## config.mk

```make
export PLATFORM = sky130hd
export DESIGN_NAME = message_rate_limiter_flat
export DESIGN_NICKNAME = d
export VERILOG_FILES = /design/src/design/mrl_pkg.sv /design/src/design/mrl_if.sv /design/src/design/message_rate_limiter.sv /design/src/design/mrl_front.sv /design/src/design/mrl_queue.sv /design/src/design/mrl_back.sv /design/src/flat_wrapper.sv
export SDC_FILE = /design/constraint.sdc
export NUM_CORES = 1
export LEC_CHECK = 0
export BUFFER_PORTS_ARGS = -buffer_cell sky130_fd_sc_hd__buf_2
export CORE_UTILIZATION = 23
export DETAILED_ROUTE_END_ITERATION = 7
export PLACE_DENSITY = 0.47
export RECOVER_POWER = 50
export SETUP_SLACK_MARGIN = 0.1
export SLEW_MARGIN = 20
export SYNTH_ARGS = -nofsm -noshare
export SYNTH_HDL_FRONTEND = slang
export SYNTH_SLANG_ARGS = --single-unit
```

## constraint.sdc

```tcl
create_clock -name clk -period 22 [get_ports clk]
set_input_delay 3.3 -clock clk [delete_from_list [all_inputs] [get_ports clk]]
set_output_delay 3.3 -clock clk [all_outputs]
set_load 0.03 [all_outputs]
```

## src/design/mrl_pkg.sv

```systemverilog
// ----------------------------------------------------------------------------
// mrl_pkg: shared definitions for the message rate limiter
// Item kinds, reject reason codes, register indexes and reset values.
// ----------------------------------------------------------------------------
package mrl_pkg;

    localparam int unsigned TIME_W   = 32;
    localparam int unsigned CFG_W    = 32;
    localparam int unsigned REASON_W = 3;
    localparam int unsigned WCNT_W   = 8;
    localparam int unsigned TCNT_W   = 16;
    localparam int unsigned QUEUE_DEPTH_DEFAULT = 4;

    localparam logic [WCNT_W-1:0] WCNT_MAX = 8'hFF;
    localparam logic [TCNT_W-1:0] TCNT_MAX = 16'hFFFF;

    localparam logic [REASON_W-1:0] REASON_NONE     = 3'd0;
    localparam logic [REASON_W-1:0] REASON_CHANNEL  = 3'd1;
    localparam logic [REASON_W-1:0] REASON_EMPTY    = 3'd2;
    localparam logic [REASON_W-1:0] REASON_BURST    = 3'd3;
    localparam logic [REASON_W-1:0] REASON_COOLDOWN = 3'd4;

    localparam logic [1:0] CHANNEL_INVALID = 2'd3;
    localparam logic       MODE_CLEAR      = 1'b1;

    typedef logic [1:0] cfg_index_t;
    localparam cfg_index_t CFG_BURST_WINDOW     = 2'd0;
    localparam cfg_index_t CFG_BURST_LIMIT      = 2'd1;
    localparam cfg_index_t CFG_MIN_INTERVAL     = 2'd2;
    localparam cfg_index_t CFG_VIOLATION_WINDOW = 2'd3;

    localparam logic [TIME_W-1:0] BURST_WINDOW_RESET     = 32'd10000;
    localparam logic [WCNT_W-1:0] BURST_LIMIT_RESET      = 8'd5;
    localparam logic [TIME_W-1:0] MIN_INTERVAL_RESET     = 32'd500;
    localparam logic [TIME_W-1:0] VIOLATION_WINDOW_RESET = 32'd60000;

    // What the front end decided about a request.
    typedef enum logic [1:0] {
        KIND_CLEAR   = 2'd0,
        KIND_CHANNEL = 2'd1,
        KIND_EMPTY   = 2'd2,
        KIND_RATE    = 2'd3
    } mrl_kind_t;

    typedef struct packed {
        mrl_kind_t         kind;
        logic [TIME_W-1:0] time_ms;
    } mrl_item_t;

endpackage

```

## src/design/mrl_if.sv

```systemverilog
// ----------------------------------------------------------------------------
// mrl_if: request and response channels of the message rate limiter
// Valid/ready channels; a beat moves when valid and ready are both high.
// ----------------------------------------------------------------------------
interface mrl_req_if;
    logic        valid;
    logic        ready;
    logic        mode;
    logic [31:0] time_ms;
    logic [1:0]  channel;
    logic        message_empty;

    modport source (output valid, mode, time_ms, channel, message_empty, input ready);
    modport sink   (input valid, mode, time_ms, channel, message_empty, output ready);
endinterface

interface mrl_rsp_if;
    logic        valid;
    logic        ready;
    logic        accepted;
    logic [2:0]  reject_reason;
    logic [7:0]  window_violations;
    logic [15:0] total_violations;

    modport source (output valid, accepted, reject_reason, window_violations,
                    total_violations, input ready);
    modport sink   (input valid, accepted, reject_reason, window_violations,
                    total_violations, output ready);
endinterface

```

## src/design/message_rate_limiter.sv

```systemverilog
// ----------------------------------------------------------------------------
// message_rate_limiter: chat message rate limiter
// Burst window, minimum interval and violation counters per request beat.
// ----------------------------------------------------------------------------
// Each request beat on req carries a mode, a millisecond timestamp, a channel
// code and an empty-message flag. Every request beat yields exactly one
// response beat on rsp: accepted, a reject reason and the windowed and total
// violation counts. A clear request answers with all fields zero.
// The user writes the four limiter registers through cfg_we, cfg_index and
// cfg_data only while no request is in flight; the block does no check.
// Throughput is one request per cycle while rsp.ready is high. The core
// updates the limiter state once per beat, so requests may follow back to back.
// A request is written into the queue and then registered into the core's
// output stage, whose register drives rsp.valid and the response fields.
// When the receiver stalls, the response holds and the queue keeps
// taking requests until QUEUE_DEPTH are waiting, then req.ready drops.
// Reset empties the queue and output register, loads the register defaults
// and clears all limiter state; no clearing pass is needed.
// ----------------------------------------------------------------------------
module message_rate_limiter #(
    parameter int unsigned QUEUE_DEPTH = mrl_pkg::QUEUE_DEPTH_DEFAULT
) (
    input  logic                      clk,
    input  logic                      rst_n,
    input  logic                      cfg_we,
    input  mrl_pkg::cfg_index_t       cfg_index,
    input  logic [mrl_pkg::CFG_W-1:0] cfg_data,
    mrl_req_if.sink                   req,
    mrl_rsp_if.source                 rsp
);
    import mrl_pkg::*;

    logic      push_valid;
    logic      push_ready;
    mrl_item_t push_data;
    logic      pop_valid;
    logic      pop_ready;
    mrl_item_t pop_data;

    mrl_front u_front (
        .req        (req),
        .push_valid (push_valid),
        .push_data  (push_data),
        .push_ready (push_ready)
    );

    mrl_queue #(
        .DEPTH (QUEUE_DEPTH)
    ) u_queue (
        .clk        (clk),
        .rst_n      (rst_n),
        .push_valid (push_valid),
        .push_ready (push_ready),
        .push_data  (push_data),
        .pop_valid  (pop_valid),
        .pop_ready  (pop_ready),
        .pop_data   (pop_data)
    );

    mrl_back u_back (
        .clk       (clk),
        .rst_n     (rst_n),
        .cfg_we    (cfg_we),
        .cfg_index (cfg_index),
        .cfg_data  (cfg_data),
        .pop_valid (pop_valid),
        .pop_ready (pop_ready),
        .pop_data  (pop_data),
        .rsp       (rsp)
    );

endmodule

```

## src/design/mrl_front.sv

```systemverilog
// ----------------------------------------------------------------------------
// mrl_front: request classifier
// Sorts each request into clear, bad channel, empty or rate check and
// pushes it into the queue.
// ----------------------------------------------------------------------------
module mrl_front (
    mrl_req_if.sink            req,
    output logic               push_valid,
    output mrl_pkg::mrl_item_t push_data,
    input  logic               push_ready
);
    import mrl_pkg::*;

    assign push_valid = req.valid;
    assign req.ready  = push_ready;

    always_comb
    begin
        push_data.time_ms = req.time_ms;
        if (req.mode == MODE_CLEAR)
        begin
            push_data.kind = KIND_CLEAR;
        end
        else if (req.channel == CHANNEL_INVALID)
        begin
            push_data.kind = KIND_CHANNEL;
        end
        else if (req.message_empty)
        begin
            push_data.kind = KIND_EMPTY;
        end
        else
        begin
            push_data.kind = KIND_RATE;
        end
    end

endmodule

```

## src/design/mrl_queue.sv

```systemverilog
// ----------------------------------------------------------------------------
// mrl_queue: short queue between the classifier and the limiter core
// Register-based FIFO with a fill counter.
// ----------------------------------------------------------------------------
module mrl_queue #(
    parameter int unsigned DEPTH = mrl_pkg::QUEUE_DEPTH_DEFAULT
) (
    input  logic               clk,
    input  logic               rst_n,
    input  logic               push_valid,
    output logic               push_ready,
    input  mrl_pkg::mrl_item_t push_data,
    output logic               pop_valid,
    input  logic               pop_ready,
    output mrl_pkg::mrl_item_t pop_data
);
    import mrl_pkg::*;

    localparam int unsigned PTR_W = (DEPTH > 1) ? $clog2(DEPTH) : 1;
    localparam int unsigned CNT_W = $clog2(DEPTH + 1);
    localparam logic [PTR_W-1:0] PTR_LAST = PTR_W'(DEPTH - 1);
    localparam logic [CNT_W-1:0] CNT_FULL = CNT_W'(DEPTH);

    mrl_item_t        mem [DEPTH];
    logic [PTR_W-1:0] wr_ptr_reg;
    logic [PTR_W-1:0] rd_ptr_reg;
    logic [CNT_W-1:0] count_reg;
    logic [CNT_W-1:0] count_next;
    logic             do_push;
    logic             do_pop;

    assign push_ready = (count_reg != CNT_FULL);
    assign pop_valid  = (count_reg != '0);
    assign pop_data   = mem[rd_ptr_reg];
    assign do_push    = push_valid && push_ready;
    assign do_pop     = pop_valid && pop_ready;

    always_comb
    begin
        count_next = count_reg;
        if (do_push && !do_pop)
        begin
            count_next = count_reg + CNT_W'(1);
        end
        else if (do_pop && !do_push)
        begin
            count_next = count_reg - CNT_W'(1);
        end
    end

    always_ff @(posedge clk or negedge rst_n)
    begin
        if (!rst_n)
        begin
            wr_ptr_reg <= '0;
            rd_ptr_reg <= '0;
            count_reg  <= '0;
        end
        else
        begin
            count_reg <= count_next;
            if (do_push)
            begin
                wr_ptr_reg <= (wr_ptr_reg == PTR_LAST) ? '0 : wr_ptr_reg + PTR_W'(1);
            end
            if (do_pop)
            begin
                rd_ptr_reg <= (rd_ptr_reg == PTR_LAST) ? '0 : rd_ptr_reg + PTR_W'(1);
            end
        end
    end

    always_ff @(posedge clk)
    begin
        if (do_push)
        begin
            mem[wr_ptr_reg] <= push_data;
        end
    end

endmodule

```

## src/design/mrl_back.sv

```systemverilog
// ----------------------------------------------------------------------------
// mrl_back: limiter core
// Holds the configuration and limiter state, applies the burst, cooldown and
// violation rules, one item a cycle unless rsp stalls, and registers the result.
// ----------------------------------------------------------------------------
module mrl_back (
    input  logic                      clk,
    input  logic                      rst_n,
    input  logic                      cfg_we,
    input  mrl_pkg::cfg_index_t       cfg_index,
    input  logic [mrl_pkg::CFG_W-1:0] cfg_data,
    input  logic                      pop_valid,
    output logic                      pop_ready,
    input  mrl_pkg::mrl_item_t        pop_data,
    mrl_rsp_if.source                 rsp
);
    import mrl_pkg::*;

    logic [TIME_W-1:0] burst_window_reg;
    logic [WCNT_W-1:0] burst_limit_reg;
    logic [TIME_W-1:0] min_interval_reg;
    logic [TIME_W-1:0] viol_window_reg;

    logic [TIME_W-1:0] seen_time_reg,   seen_time_next;
    logic              seen_valid_reg,  seen_valid_next;
    logic [TIME_W-1:0] acc_time_reg,    acc_time_next;
    logic              acc_valid_reg,   acc_valid_next;
    logic [TIME_W-1:0] burst_time_reg,  burst_time_next;
    logic              burst_valid_reg, burst_valid_next;
    logic [WCNT_W-1:0] burst_count_reg, burst_count_next;
    logic [TIME_W-1:0] viol_time_reg,   viol_time_next;
    logic              viol_valid_reg,  viol_valid_next;
    logic [WCNT_W-1:0] viol_count_reg,  viol_count_next;
    logic [TCNT_W-1:0] viol_total_reg,  viol_total_next;

    logic                out_valid_reg;
    logic                out_accepted_reg;
    logic [REASON_W-1:0] out_reason_reg;
    logic [WCNT_W-1:0]   out_window_reg;
    logic [TCNT_W-1:0]   out_total_reg;

    logic [REASON_W-1:0] reason;
    logic [TIME_W-1:0]   t;
    logic                do_pop;

    // The output register takes a new item when empty or being drained.
    assign pop_ready = !out_valid_reg || rsp.ready;
    assign do_pop    = pop_valid && pop_ready;
    assign t         = pop_data.time_ms;

    always_comb
    begin
        seen_time_next   = seen_time_reg;
        seen_valid_next  = seen_valid_reg;
        acc_time_next    = acc_time_reg;
        acc_valid_next   = acc_valid_reg;
        burst_time_next  = burst_time_reg;
        burst_valid_next = burst_valid_reg;
        burst_count_next = burst_count_reg;
        viol_time_next   = viol_time_reg;
        viol_valid_next  = viol_valid_reg;
        viol_count_next  = viol_count_reg;
        viol_total_next  = viol_total_reg;
        reason           = REASON_NONE;

        // A clear request, or time running backwards, wipes all state.
        if ((pop_data.kind == KIND_CLEAR) || (seen_valid_reg && (t < seen_time_reg)))
        begin
            seen_time_next   = '0;
            seen_valid_next  = 1'b0;
            acc_time_next    = '0;
            acc_valid_next   = 1'b0;
            burst_time_next  = '0;
            burst_valid_next = 1'b0;
            burst_count_next = '0;
            viol_time_next   = '0;
            viol_valid_next  = 1'b0;
            viol_count_next  = '0;
            viol_total_next  = '0;
        end

        if (pop_data.kind != KIND_CLEAR)
        begin
            seen_time_next  = t;
            seen_valid_next = 1'b1;

            case (pop_data.kind)
                KIND_CHANNEL: reason = REASON_CHANNEL;
                KIND_EMPTY:   reason = REASON_EMPTY;
                default:
                begin
                    // The burst window only rolls once the request gets this far.
                    if (!burst_valid_next || ((t - burst_time_next) >= burst_window_reg))
                    begin
                        burst_time_next  = t;
                        burst_valid_next = 1'b1;
                        burst_count_next = '0;
                    end
                    if (burst_count_next >= burst_limit_reg)
                    begin
                        reason = REASON_BURST;
                    end
                    else if (acc_valid_next && ((t - acc_time_next) < min_interval_reg))
                    begin
                        reason = REASON_COOLDOWN;
                    end
                    else
                    begin
                        acc_time_next    = t;
                        acc_valid_next   = 1'b1;
                        burst_count_next = burst_count_next + WCNT_W'(1);
                    end
                end
            endcase

            if (reason != REASON_NONE)
            begin
                if (!viol_valid_next || ((t - viol_time_next) >= viol_window_reg))
                begin
                    viol_time_next  = t;
                    viol_valid_next = 1'b1;
                    viol_count_next = '0;
                end
                if (viol_count_next != WCNT_MAX)
                begin
                    viol_count_next = viol_count_next + WCNT_W'(1);
                end
                if (viol_total_next != TCNT_MAX)
                begin
                    viol_total_next = viol_total_next + TCNT_W'(1);
                end
            end
        end
    end

    always_ff @(posedge clk or negedge rst_n)
    begin
        if (!rst_n)
        begin
            burst_window_reg <= BURST_WINDOW_RESET;
            burst_limit_reg  <= BURST_LIMIT_RESET;
            min_interval_reg <= MIN_INTERVAL_RESET;
            viol_window_reg  <= VIOLATION_WINDOW_RESET;
        end
        else if (cfg_we)
        begin
            unique case (cfg_index)
                CFG_BURST_WINDOW:     burst_window_reg <= cfg_data;
                CFG_BURST_LIMIT:      burst_limit_reg  <= cfg_data[WCNT_W-1:0];
                CFG_MIN_INTERVAL:     min_interval_reg <= cfg_data;
                CFG_VIOLATION_WINDOW: viol_window_reg  <= cfg_data;
                default:              ;
            endcase
        end
    end

    always_ff @(posedge clk or negedge rst_n)
    begin
        if (!rst_n)
        begin
            seen_time_reg   <= '0;
            seen_valid_reg  <= 1'b0;
            acc_time_reg    <= '0;
            acc_valid_reg   <= 1'b0;
            burst_time_reg  <= '0;
            burst_valid_reg <= 1'b0;
            burst_count_reg <= '0;
            viol_time_reg   <= '0;
            viol_valid_reg  <= 1'b0;
            viol_count_reg  <= '0;
            viol_total_reg  <= '0;
            out_valid_reg   <= 1'b0;
        end
        else
        begin
            if (do_pop)
            begin
                seen_time_reg   <= seen_time_next;
                seen_valid_reg  <= seen_valid_next;
                acc_time_reg    <= acc_time_next;
                acc_valid_reg   <= acc_valid_next;
                burst_time_reg  <= burst_time_next;
                burst_valid_reg <= burst_valid_next;
                burst_count_reg <= burst_count_next;
                viol_time_reg   <= viol_time_next;
                viol_valid_reg  <= viol_valid_next;
                viol_count_reg  <= viol_count_next;
                viol_total_reg  <= viol_total_next;
                out_valid_reg   <= 1'b1;
            end
            else if (rsp.ready)
            begin
                out_valid_reg <= 1'b0;
            end
        end
    end

    always_ff @(posedge clk)
    begin
        if (do_pop)
        begin
            out_accepted_reg <= (pop_data.kind != KIND_CLEAR) && (reason == REASON_NONE);
            out_reason_reg   <= reason;
            out_window_reg   <= viol_count_next;
            out_total_reg    <= viol_total_next;
        end
    end

    assign rsp.valid             = out_valid_reg;
    assign rsp.accepted          = out_accepted_reg;
    assign rsp.reject_reason     = out_reason_reg;
    assign rsp.window_violations = out_window_reg;
    assign rsp.total_violations  = out_total_reg;

endmodule

```

## src/flat_wrapper.sv

```systemverilog
// flat-port wrapper written by rule: the top's interface ports become plain ports
module message_rate_limiter_flat import mrl_pkg::*;
#(
    parameter int unsigned QUEUE_DEPTH = mrl_pkg::QUEUE_DEPTH_DEFAULT
)
  (clk, rst_n, cfg_we, cfg_index, cfg_data, req_valid, req_mode, req_time_ms, req_channel, req_message_empty, req_ready, rsp_valid, rsp_accepted, rsp_reject_reason, rsp_window_violations, rsp_total_violations, rsp_ready);
  mrl_req_if req_i ();
  mrl_rsp_if rsp_i ();
  input  logic clk;
  input  logic rst_n;
  input  logic cfg_we;
  input  mrl_pkg::cfg_index_t cfg_index;
  input  logic [mrl_pkg::CFG_W-1:0] cfg_data;
  input wire logic [$bits(req_i.valid)-1:0] req_valid;
  input wire logic [$bits(req_i.mode)-1:0] req_mode;
  input wire logic [$bits(req_i.time_ms)-1:0] req_time_ms;
  input wire logic [$bits(req_i.channel)-1:0] req_channel;
  input wire logic [$bits(req_i.message_empty)-1:0] req_message_empty;
  output wire logic [$bits(req_i.ready)-1:0] req_ready;
  output wire logic [$bits(rsp_i.valid)-1:0] rsp_valid;
  output wire logic [$bits(rsp_i.accepted)-1:0] rsp_accepted;
  output wire logic [$bits(rsp_i.reject_reason)-1:0] rsp_reject_reason;
  output wire logic [$bits(rsp_i.window_violations)-1:0] rsp_window_violations;
  output wire logic [$bits(rsp_i.total_violations)-1:0] rsp_total_violations;
  input wire logic [$bits(rsp_i.ready)-1:0] rsp_ready;
  assign req_i.valid = req_valid;
  assign req_i.mode = req_mode;
  assign req_i.time_ms = req_time_ms;
  assign req_i.channel = req_channel;
  assign req_i.message_empty = req_message_empty;
  assign req_ready = req_i.ready;
  assign rsp_valid = rsp_i.valid;
  assign rsp_accepted = rsp_i.accepted;
  assign rsp_reject_reason = rsp_i.reject_reason;
  assign rsp_window_violations = rsp_i.window_violations;
  assign rsp_total_violations = rsp_i.total_violations;
  assign rsp_i.ready = rsp_ready;
  message_rate_limiter #(.QUEUE_DEPTH(QUEUE_DEPTH)) u_core (.clk(clk), .rst_n(rst_n), .cfg_we(cfg_we), .cfg_index(cfg_index), .cfg_data(cfg_data), .req(req_i), .rsp(rsp_i));
endmodule
```

==> reports/results.txt, run 1 <==
outcome: finished with violations
failing checks: max-capacitance violations, max-slew violations
Routed WL: 75.21 mm
CP max-delay cell: a2111oi_0
hold_ws: 0.4969 ns
Max Slew Vio Count: 405
Yosys cell types: 79
CTS sink cnt: 440
final setup TNS: 0 ns
first drt pass iteration count: 5
CP Capture Type: flop
die height: 334.2 um
CTS Buffer Depth: 3
Residual DRC: 0
Clk pin slew, worst setup/hold paths: 0.06 ns
fill count: 11510
row cnt: 121
post-DR wirelength/cell: 18.82 um
Setup crit start kind: flop
number of antenna violations at the first check in global routing: 11
Post-DP HPWL: 54.02 mm
Seq cells post-synth: 440
Initial DRC Count: 1199
HP Class: reg -> reg
vias post-DR: 18510
CTS Buf Count: 49
period utilisation layout: 54.50%
GR Util All Layers: 13.39%
most frequent cells in the layout: nand2_1 (288), dfrtp_1 (255), ha_1 (238), inv_1 (171), edfxtp_1 (164)
Synthesized Nets: 2700
cell area after layout: 29370 um^2
Post-CTS Resized: 0
largest net degree at the start of global routing: 106
die width: 334.2 um
Seq/Total Area, Yosys: 46.71%
unrepaired setup endpoints after global routing: no
Max-Cap Viols: 8
Post-synth EDFFs: 164
final hold vios: 0
Synth Flop Type: dfrtp_1
dpl cell area: 27680 um^2
most common cell after layout, fill and taps aside: nand2_1
ys async rst share: 62.73%
routed vias/inst: 4.631
Reg with most FFs: u_core.u_queue.mem
worst clock skew: 0.02828 ns
Initial Util: 23.26%
Yosys warnings: 0
Final ANT Viol Nets: 0
max FFs per register: 136
nets: 2796
post-CTS setup buffer count: 0
CP max stage delay: 0.81 ns
Core Area: 109200 um^2
layout cells sized above 1: 13.22%
slew margin rel.: -307.7%
Avg Inst Size Synth: 10.65 um^2
Max Fclk: 83.41 MHz
crit path DAT: 12.47 ns
synthesized instance count: 2383
GRT Residual Overflow: 0
full die area: 111700 um^2
Final setup viols: 0
gpl congestion: 0.8141
top-level I/O count: 105
clk root buf: clkbuf_16
Least-Margin Pin Slew: 6.115 ns
hold buffers post-CTS: 0
synthesis-to-layout area growth: 15.69%
CTS H-tree lvls: 2
Tmin final: 11.99 ns
first-pass GRT wire length: 115.3 mm
CTS tree: built
number of global-route vias before repair: 18430
Setup Crit Path Kind: reg -> reg
Mapped Area: 25380 um^2
crit-path max FO: 71
multi-input logic area: 12580 um^2
CP required: 22.48 ns
PortBufs: 104
Reg area: 11860 um^2
Clock Latency Late Sink: 0.62 ns
[synthesized netlist by cell type (13+ instances only)]
cell type | number | area share, %
a21o_1 | 46 | 1.4
o21bai_1 | 14 | 0.41
a31oi_1 | 17 | 0.42
and2_1 | 20 | 0.49
nor3_1 | 33 | 0.65
edfxtp_1 | 164 | 19
inv_1 | 171 | 2.5
nand2_1 | 288 | 4.3
nand2b_1 | 13 | 0.32
a211oi_1 | 16 | 0.47
mux4_2 | 34 | 3.0
o211ai_1 | 21 | 0.62
xnor2_1 | 67 | 2.3
and3_1 | 23 | 0.57
a22oi_1 | 18 | 0.53
clkbuf_1 | 70 | 1.0
nand4_1 | 29 | 0.71
xor2_1 | 26 | 0.90
ha_1 | 238 | 12
o21ai_0 | 154 | 3.0
a22o_1 | 85 | 2.9
dfstp_2 | 20 | 2.1
nand3_1 | 48 | 0.95
a21oi_1 | 122 | 2.4
dfrtp_1 | 256 | 25
nor2_1 | 101 | 1.5
o21a_1 | 27 | 0.80
mux2_2 | 75 | 3.3
[per-stage QoR]
step                setup slack, ns  util (%)  instances
floorplan                     11.28         -       2383
global placement              10.20     25.36       3904
detailed placement            10.13     25.36       3904
CTS                           10.01     26.98       3995
global route                  9.182     26.90       3995
finish                        10.01     26.90       3997
[area by class of cell]
| cell class | count | share of cell area, % |
|---|---|---|
| multi-input cells | 1683 | 42.82 |
| diodes | 2 | 0.01704 |
| flip-flops and latches | 440 | 40.38 |
| inverters | 172 | 2.198 |
| well taps | 1476 | 6.289 |
| clock inverters | 35 | 1.525 |
| repair buffers | 133 | 2.296 |
| clock buffers | 56 | 4.474 |
[layer usage]
metal  GRT usage, %  share of wire [%]
met5              0              0.027
met4          3.445                2.4
met3          2.511                4.6
met2          21.53                 46
met1          18.35                 47
[critical path: cells and delay by family, from the launching register on]
family,cells,cell delay (ns)
XOR/XNOR,1,0.14
buffers and inverters,3,1.39
adder cells (fa/ha/maj),4,1.27
AND/OR/NAND/NOR,11,2.90
flip-flops,1,0.34
multiplexers,1,0.75
AO/OA/AOI/OAI,19,4.95
[path summary, 6_finish.rpt]
check,from,end,slack [ns],cells after the start
min,u_core.u_queue.count_reg[2]$_DFFE_PN0P_,u_core.u_queue.count_reg[2]$_DFFE_PN0P_,0.50,1
min reg2reg,u_core.u_queue.count_reg[2]$_DFFE_PN0P_,u_core.u_queue.count_reg[2]$_DFFE_PN0P_,0.50,1
max in group asynchronous,rst_n,u_core.u_queue.rd_ptr_reg[0]$_DFFE_PN0P_,13.04,3
max,u_core.u_queue.rd_ptr_reg[0]$_DFFE_PN0P_,u_core.u_back.viol_total_reg[9]$_DFFE_PN0P_,10.01,39
min in group asynchronous,rst_n,u_core.u_back.min_interval_reg[13]$_DFFE_PN0P_,4.95,1
max reg2reg,u_core.u_queue.rd_ptr_reg[0]$_DFFE_PN0P_,u_core.u_back.viol_total_reg[9]$_DFFE_PN0P_,10.01,39
[logic make-up (layout without fill, tap and decap cells)]
| family | count (synthesis) | after routing | synth area share (%) |
|---|---|---|---|
| DFF | 440 | 440 | 46.71 |
| buffers and inverters | 260 | 396 | 3.899 |
| muxes | 114 | 114 | 6.541 |
| adders and majority gates | 242 | 242 | 12.05 |
| and+or+nand+nor | 618 | 618 | 11.27 |
| AOI/OAI and AO/OA | 616 | 616 | 16.33 |
| other | 0 | 2 | 0 |
| xor gates and xnor gates | 93 | 93 | 3.209 |
Power of run 1 is left out: the tool's default activity adds up to more than one toggle a clock period on the data nets, which glitch-free logic cannot reach.
==> run 2: changes to the inputs <==
--- a/config.mk
+++ b/config.mk
@@ -8,7 +8,7 @@
 export BUFFER_PORTS_ARGS = -buffer_cell sky130_fd_sc_hd__buf_2
 export CORE_UTILIZATION = 23
 export DETAILED_ROUTE_END_ITERATION = 7
-export PLACE_DENSITY = 0.47
+export PLACE_DENSITY = 0.48
 export RECOVER_POWER = 50
 export SETUP_SLACK_MARGIN = 0.1
 export SLEW_MARGIN = 20
==> constraint.sdc (replaced) <==
create_clock -name clk -period 10.5 [get_ports clk]
set_input_delay 1.575 -clock clk [delete_from_list [all_inputs] [get_ports clk]]
set_output_delay 1.575 -clock clk [all_outputs]
set_load 0.03 [all_outputs]
==> reports/results.txt, run 2 (synthesized netlist as in run 1, its figures left out) <==
Core Area: 109200 um^2
number of antenna violations at the first check in global routing: 8
nets: 2856
CP Capture Type: flop
gpl congestion: 0.8282
Post-DP HPWL: 52.63 mm
number of global-route vias before repair: 18550
Reg area: 11860 um^2
fin util: 27.45%
CP max-delay cell: mux4_2
Least-Margin Pin Slew: 6.464 ns
GRT Residual Overflow: 0
period utilisation layout: 93.40%
Initial Util: 23.26%
CP required: 11.02 ns
reg2reg setup slack: 0.69 ns
Reg with most FFs: u_core.u_queue.mem
CTS Buf Count: 50
CP bufs+invs: 5
post-DR wirelength/cell: 17.78 um
layout cells sized above 1: 15.50%
vias post-DR: 18630
CP startpoint: u_core.u_queue.rd_ptr_reg[0]$_DFFE_PN0P_
GR Util All Layers: 12.82%
unrepaired setup endpoints after global routing: no
multi-input logic area: 12650 um^2
routed vias/inst: 4.591
CTS tree: built
hold buffers post-CTS: 0
row cnt: 121
Tmin final: 9.807 ns
Residual DRC: 0
fill count: 11540
Max Fclk: 102.0 MHz
die width: 334.2 um
Clock Latency Late Sink: 0.63 ns
WP depth: 40
most frequent cells in the layout: nand2_1 (288), dfrtp_1 (255), ha_1 (238), inv_1 (171), edfxtp_1 (164)
full die area: 111700 um^2
first-pass GRT wire length: 112.4 mm
CP dominant cell by count: ha_1
worst flop-to-flop path startpoint: u_core.u_queue.rd_ptr_reg[0]$_DFFE_PN0P_
crit-path max FO: 20
synthesis-to-layout area growth: 18.05%
Final ANT Viol Nets: 0
Initial DRC Count: 1188
CTS H-tree lvls: 2
worst clock skew: 0.03468 ns
outcome: finished with violations
CTS sink cnt: 440
Setup crit start kind: flop
final hold vios: 0
crit-path leading delay family: compound AO/OA/AOI/OAI gates
Max-Cap Viols: 8
clk root buf: clkbuf_16
crit path to: u_core.u_back.viol_total_reg[3]$_DFFE_PN0P_
R2R cell count: 40
max FFs per register: 136
Setup Crit Path Kind: reg -> reg
PortBufs: 104
crit path DAT: 10.32 ns
CP max stage delay: 0.54 ns
die height: 334.2 um
Clk pin slew, worst setup/hold paths: 0.06 ns
top-level I/O count: 105
Final setup viols: 0
most common cell after layout, fill and taps aside: nand2_1
CTS Buffer Depth: 3
Routed WL: 72.17 mm
Max Slew Vio Count: 379
first drt pass iteration count: 5
Reg2Reg Capture Point: u_core.u_back.viol_total_reg[3]$_DFFE_PN0P_
largest net degree at the start of global routing: 109
failing checks: max-capacitance violations, max-slew violations
slew margin rel.: -330.9%
HP Class: reg -> reg
[run 2: cell types whose count changed in the layout (fill, tap and decap cells not counted), moves of 3 or more]
cell,change
buf_12,+7
buf_4,+50
clkbuf_1,+3
clkinv_4,+3
clkinvlp_4,-4
[run 2: worst min-delay path by stage]
stage / from / endpoint / cells past startpoint
2_1_floorplan: u_core.u_back.burst_count_reg[7]$_DFFE_PN0P_ / u_core.u_back.burst_count_reg[7]$_DFFE_PN0P_ / 1
4_1_cts: u_core.u_back.rsp.valid$_DFFE_PN0P_ / u_core.u_back.rsp.valid$_DFFE_PN0P_ / 2
3_3_place_gp: u_core.u_queue.count_reg[2]$_DFFE_PN0P_ / u_core.u_queue.count_reg[2]$_DFFE_PN0P_ / 1
6_report: u_core.u_back.rsp.valid$_DFFE_PN0P_ / u_core.u_back.rsp.valid$_DFFE_PN0P_ / 2
3_5_place_dp: u_core.u_back.seen_valid_reg$_DFFE_PN0P_ / u_core.u_back.seen_valid_reg$_DFFE_PN0P_ / 2
5_1_grt: u_core.u_back.burst_time_reg[26]$_DFFE_PN0P_ / u_core.u_back.burst_time_reg[26]$_DFFE_PN0P_ / 1
[run 2: worst min-delay path: cells and delay by family (launching register included)]
kind,cells,cell delay (ns)
AND/OR/NAND/NOR,2,0.10
flip-flops,1,0.36
[run 2: repair_timing]
item / in CTS / in global routing
setup buffers: 0 / 4
pin swaps: 0 / 4
endpoints found under the hold margin: 0 / 0
endpoints found under the setup margin: 76 / 123
gates cloned: 0 / 1
resized for setup: 2 / 17
[run 2: metal layers]
layer | vias to the layer above | global-route usage (%) | part of all wire, % | wire (um)
met5 | - | 0 | 0.046 | 33
met1 | 9157 | 17.99 | 48 | 35000
met4 | 6 | 2.762 | 1.8 | 1279
met2 | 310 | 20.81 | 46 | 33360
met3 | 91 | 1.815 | 3.5 | 2498
li1 | 9068 | - | - | -
[run 2: final cells by class]
class | count | area share [%]
Antenna cell | 1 | 0.008351
Clock buffer | 63 | 4.610
Clock inverter | 31 | 1.248
Inverter | 172 | 2.154
Multi-Input combinational cell | 1684 | 42.21
Sequential cell | 440 | 39.57
Tap cell | 1476 | 6.163
Timing Repair Buffer | 191 | 4.033
[run 2: through the flow]
stage / setup TNS, ns / cell area [um^2] / cells / worst slack (ns) / hold slack, ns
floorplan: 0 / 25390 / 2383 / 0.1466 / 0.4441
global placement: 0 / 28170 / 3958 / 0.04731 / 0.4772
detailed placement: -0.03278 / 28170 / 3958 / -0.03278 / 0.4801
CTS: 0 / 29940 / 4052 / 0.1553 / 0.4954
global route: 0 / 29960 / 4057 / 0.09927 / 0.5104
finish: 0 / 29970 / 4058 / 0.6932 / 0.4911
Power of run 2 is left out for the same reason.
==> run 3: changes to the inputs <==
--- a/config.mk
+++ b/config.mk
@@ -6,9 +6,12 @@
 export NUM_CORES = 1
 export LEC_CHECK = 0
 export BUFFER_PORTS_ARGS = -buffer_cell sky130_fd_sc_hd__buf_2
+export CELL_PAD_IN_SITES_DETAIL_PLACEMENT = 1
+export CELL_PAD_IN_SITES_GLOBAL_PLACEMENT = 1
 export CORE_UTILIZATION = 23
 export DETAILED_ROUTE_END_ITERATION = 7
-export PLACE_DENSITY = 0.48
+export GPL_ROUTABILITY_DRIVEN = 0
+export PLACE_DENSITY = 0.55
 export RECOVER_POWER = 50
 export SETUP_SLACK_MARGIN = 0.1
 export SLEW_MARGIN = 20
==> reports/results.txt, run 3 (synthesized netlist as in run 1, its figures left out) <==
Final setup viols: 0
outcome: finished with violations
hold buffers post-CTS: 0
Core Area: 109200 um^2
vias post-DR: 18930
period utilisation layout: 93.20%
Hold Crit Depth: 1
Post-Place Cells: 3950
final worst setup slack: 0.7138 ns
layout cells sized above 1: 15.57%
Max Slew Vio Count: 397
Clk pin slew, worst setup/hold paths: 0.06 ns
Clock Latency Late Sink: 0.65 ns
GRT Residual Overflow: 0
CP Capture Type: flop
Max Fclk: 102.2 MHz
worst clock skew: 0.04193 ns
die height: 334.2 um
min-delay src: u_core.u_back.burst_count_reg[7]$_DFFE_PN0P_
number of antenna violations at the first check in global routing: 7
Initial DRC Count: 864
post-DR wirelength/cell: 19.25 um
most common cell after layout, fill and taps aside: nand2_1
failing checks: max-capacitance violations, max-slew violations
Reg with most FFs: u_core.u_queue.mem
HP Class: reg -> reg
nets: 2852
Tmin final: 9.786 ns
Setup Crit Path Kind: reg -> reg
number of global-route vias before repair: 19740
final hold vios: 0
first drt pass iteration count: 4
CTS sink cnt: 440
crit path DAT: 10.34 ns
Initial Util: 23.26%
routed vias/inst: 4.664
CP dominant cell by count: buf_4
full die area: 111700 um^2
reg2reg setup slack: 0.71 ns
Least-Margin Pin Slew: 5.955 ns
top-level I/O count: 105
Post-DP HPWL: 56.33 mm
unrepaired setup endpoints after global routing: no
Reg2Reg Capture Point: u_core.u_back.burst_count_reg[6]$_DFFE_PN0P_
max FFs per register: 136
most frequent cells in the layout: nand2_1 (288), dfrtp_1 (255), ha_1 (238), inv_1 (171), edfxtp_1 (164)
non-filler instance count after layout: 4059
CTS tree: built
CTS Buffer Depth: 3
Routed WL: 78.13 mm
worst flop-to-flop path startpoint: u_core.u_queue.rd_ptr_reg[0]$_DFFE_PN0P_
largest net degree at the start of global routing: 98
Max-Cap Viols: 8
CP max-delay cell: or4b_4
Setup crit start kind: flop
Final ANT Viol Nets: 0
PortBufs: 104
die width: 334.2 um
slew margin rel.: -297.0%
CP max stage delay: 0.56 ns
crit-path max FO: 42
CTS Buf Count: 55
Setup WS pre-CTS: -0.4253 ns
final setup TNS: 0 ns
row cnt: 121
first-pass GRT wire length: 120.3 mm
CP required: 11.05 ns
R2R cell count: 41
GR Util All Layers: 13.90%
hold endpoint: u_core.u_back.burst_count_reg[7]$_DFFE_PN0P_
clk root buf: clkbuf_16
synthesis-to-layout area growth: 17.85%
Residual DRC: 0
CTS H-tree lvls: 2
[run 3: cell types whose count changed in the layout (fill, tap and decap cells not counted), moves of 2 or more]
cell	change
a2111oi_2	+2
buf_12	-4
buf_4	-3
clkinv_4	-4
clkbuf_16	+5
bufinv_16	-4
clkbuf_1	+10
nor4_2	+2
clkinv_1	-2
clkinv_2	+6
[run 3: cell type report]
class | count | area (um^2)
sequential | 440 | 11860
inverter | 172 | 645.6
clock inverter | 26 | 226.5
tap | 1476 | 1847
multi-input combinational | 1684 | 12700
clock buffer | 78 | 1544
fill | 12320 | 79240
antenna | 1 | 2.502
timing repair buffer | 182 | 1090
[run 3: worst max path at each step]
stage,startpoint,to,slack [ns],cells past startpoint
2_1_floorplan,u_core.u_queue.rd_ptr_reg[0]$_DFFE_PN0P_,u_core.u_back.burst_count_reg[6]$_DFFE_PN0P_,0.15,42
4_1_cts,u_core.u_queue.rd_ptr_reg[0]$_DFFE_PN0P_,u_core.u_back.burst_count_reg[6]$_DFFE_PN0P_,0.19,40
3_5_place_dp,u_core.u_queue.rd_ptr_reg[0]$_DFFE_PN0P_,u_core.u_back.burst_count_reg[6]$_DFFE_PN0P_,-0.43,39
3_3_place_gp,u_core.u_queue.rd_ptr_reg[0]$_DFFE_PN0P_,u_core.u_back.burst_count_reg[6]$_DFFE_PN0P_,-0.24,39
6_report,u_core.u_queue.rd_ptr_reg[0]$_DFFE_PN0P_,u_core.u_back.burst_count_reg[6]$_DFFE_PN0P_,0.71,41
5_1_grt,u_core.u_queue.rd_ptr_reg[0]$_DFFE_PN0P_,u_core.u_back.burst_count_reg[6]$_DFFE_PN0P_,0.07,40
[run 3: what timing repair did]
item / CTS / global route
setup buffers: 0 / 3
pin swaps: 0 / 4
cloned: 0 / 1
setup endpoints to repair: 119 / 121
resized for setup: 6 / 28
[run 3: per-layer routing]
metal / up-vias / wire length (um) / track usage, %
li1: 9062 / - / -
met1: 9532 / 37140 / 18.95
met2: 234 / 36670 / 22.91
met3: 98 / 2607 / 2.128
met4: 6 / 1683 / 3.416
met5: - / 36 / 0
[run 3: critical path, delay by kind of cell (launching register included)]
family / cells / cell delay (ns)
buffers and inverters: 6 / 1.12
muxes: 1 / 0.53
and+or+nand+nor: 13 / 3.07
adders and majority gates: 4 / 1.13
xor gates and xnor gates: 1 / 0.14
DFF: 1 / 0.39
AOI/OAI and AO/OA: 16 / 3.27
[run 3: metrics by stage]
stage               area [um^2]  utilization, %  hold WS [ns]
CTS                       29850           27.35        0.4915
detailed placement        28050           25.70        0.4753
global placement          28050           25.70        0.4714
global route              29920           27.41        0.5133
finish                    29920           27.41        0.4935
floorplan                 25390               -        0.4441
Power of run 3 is left out for the same reason.
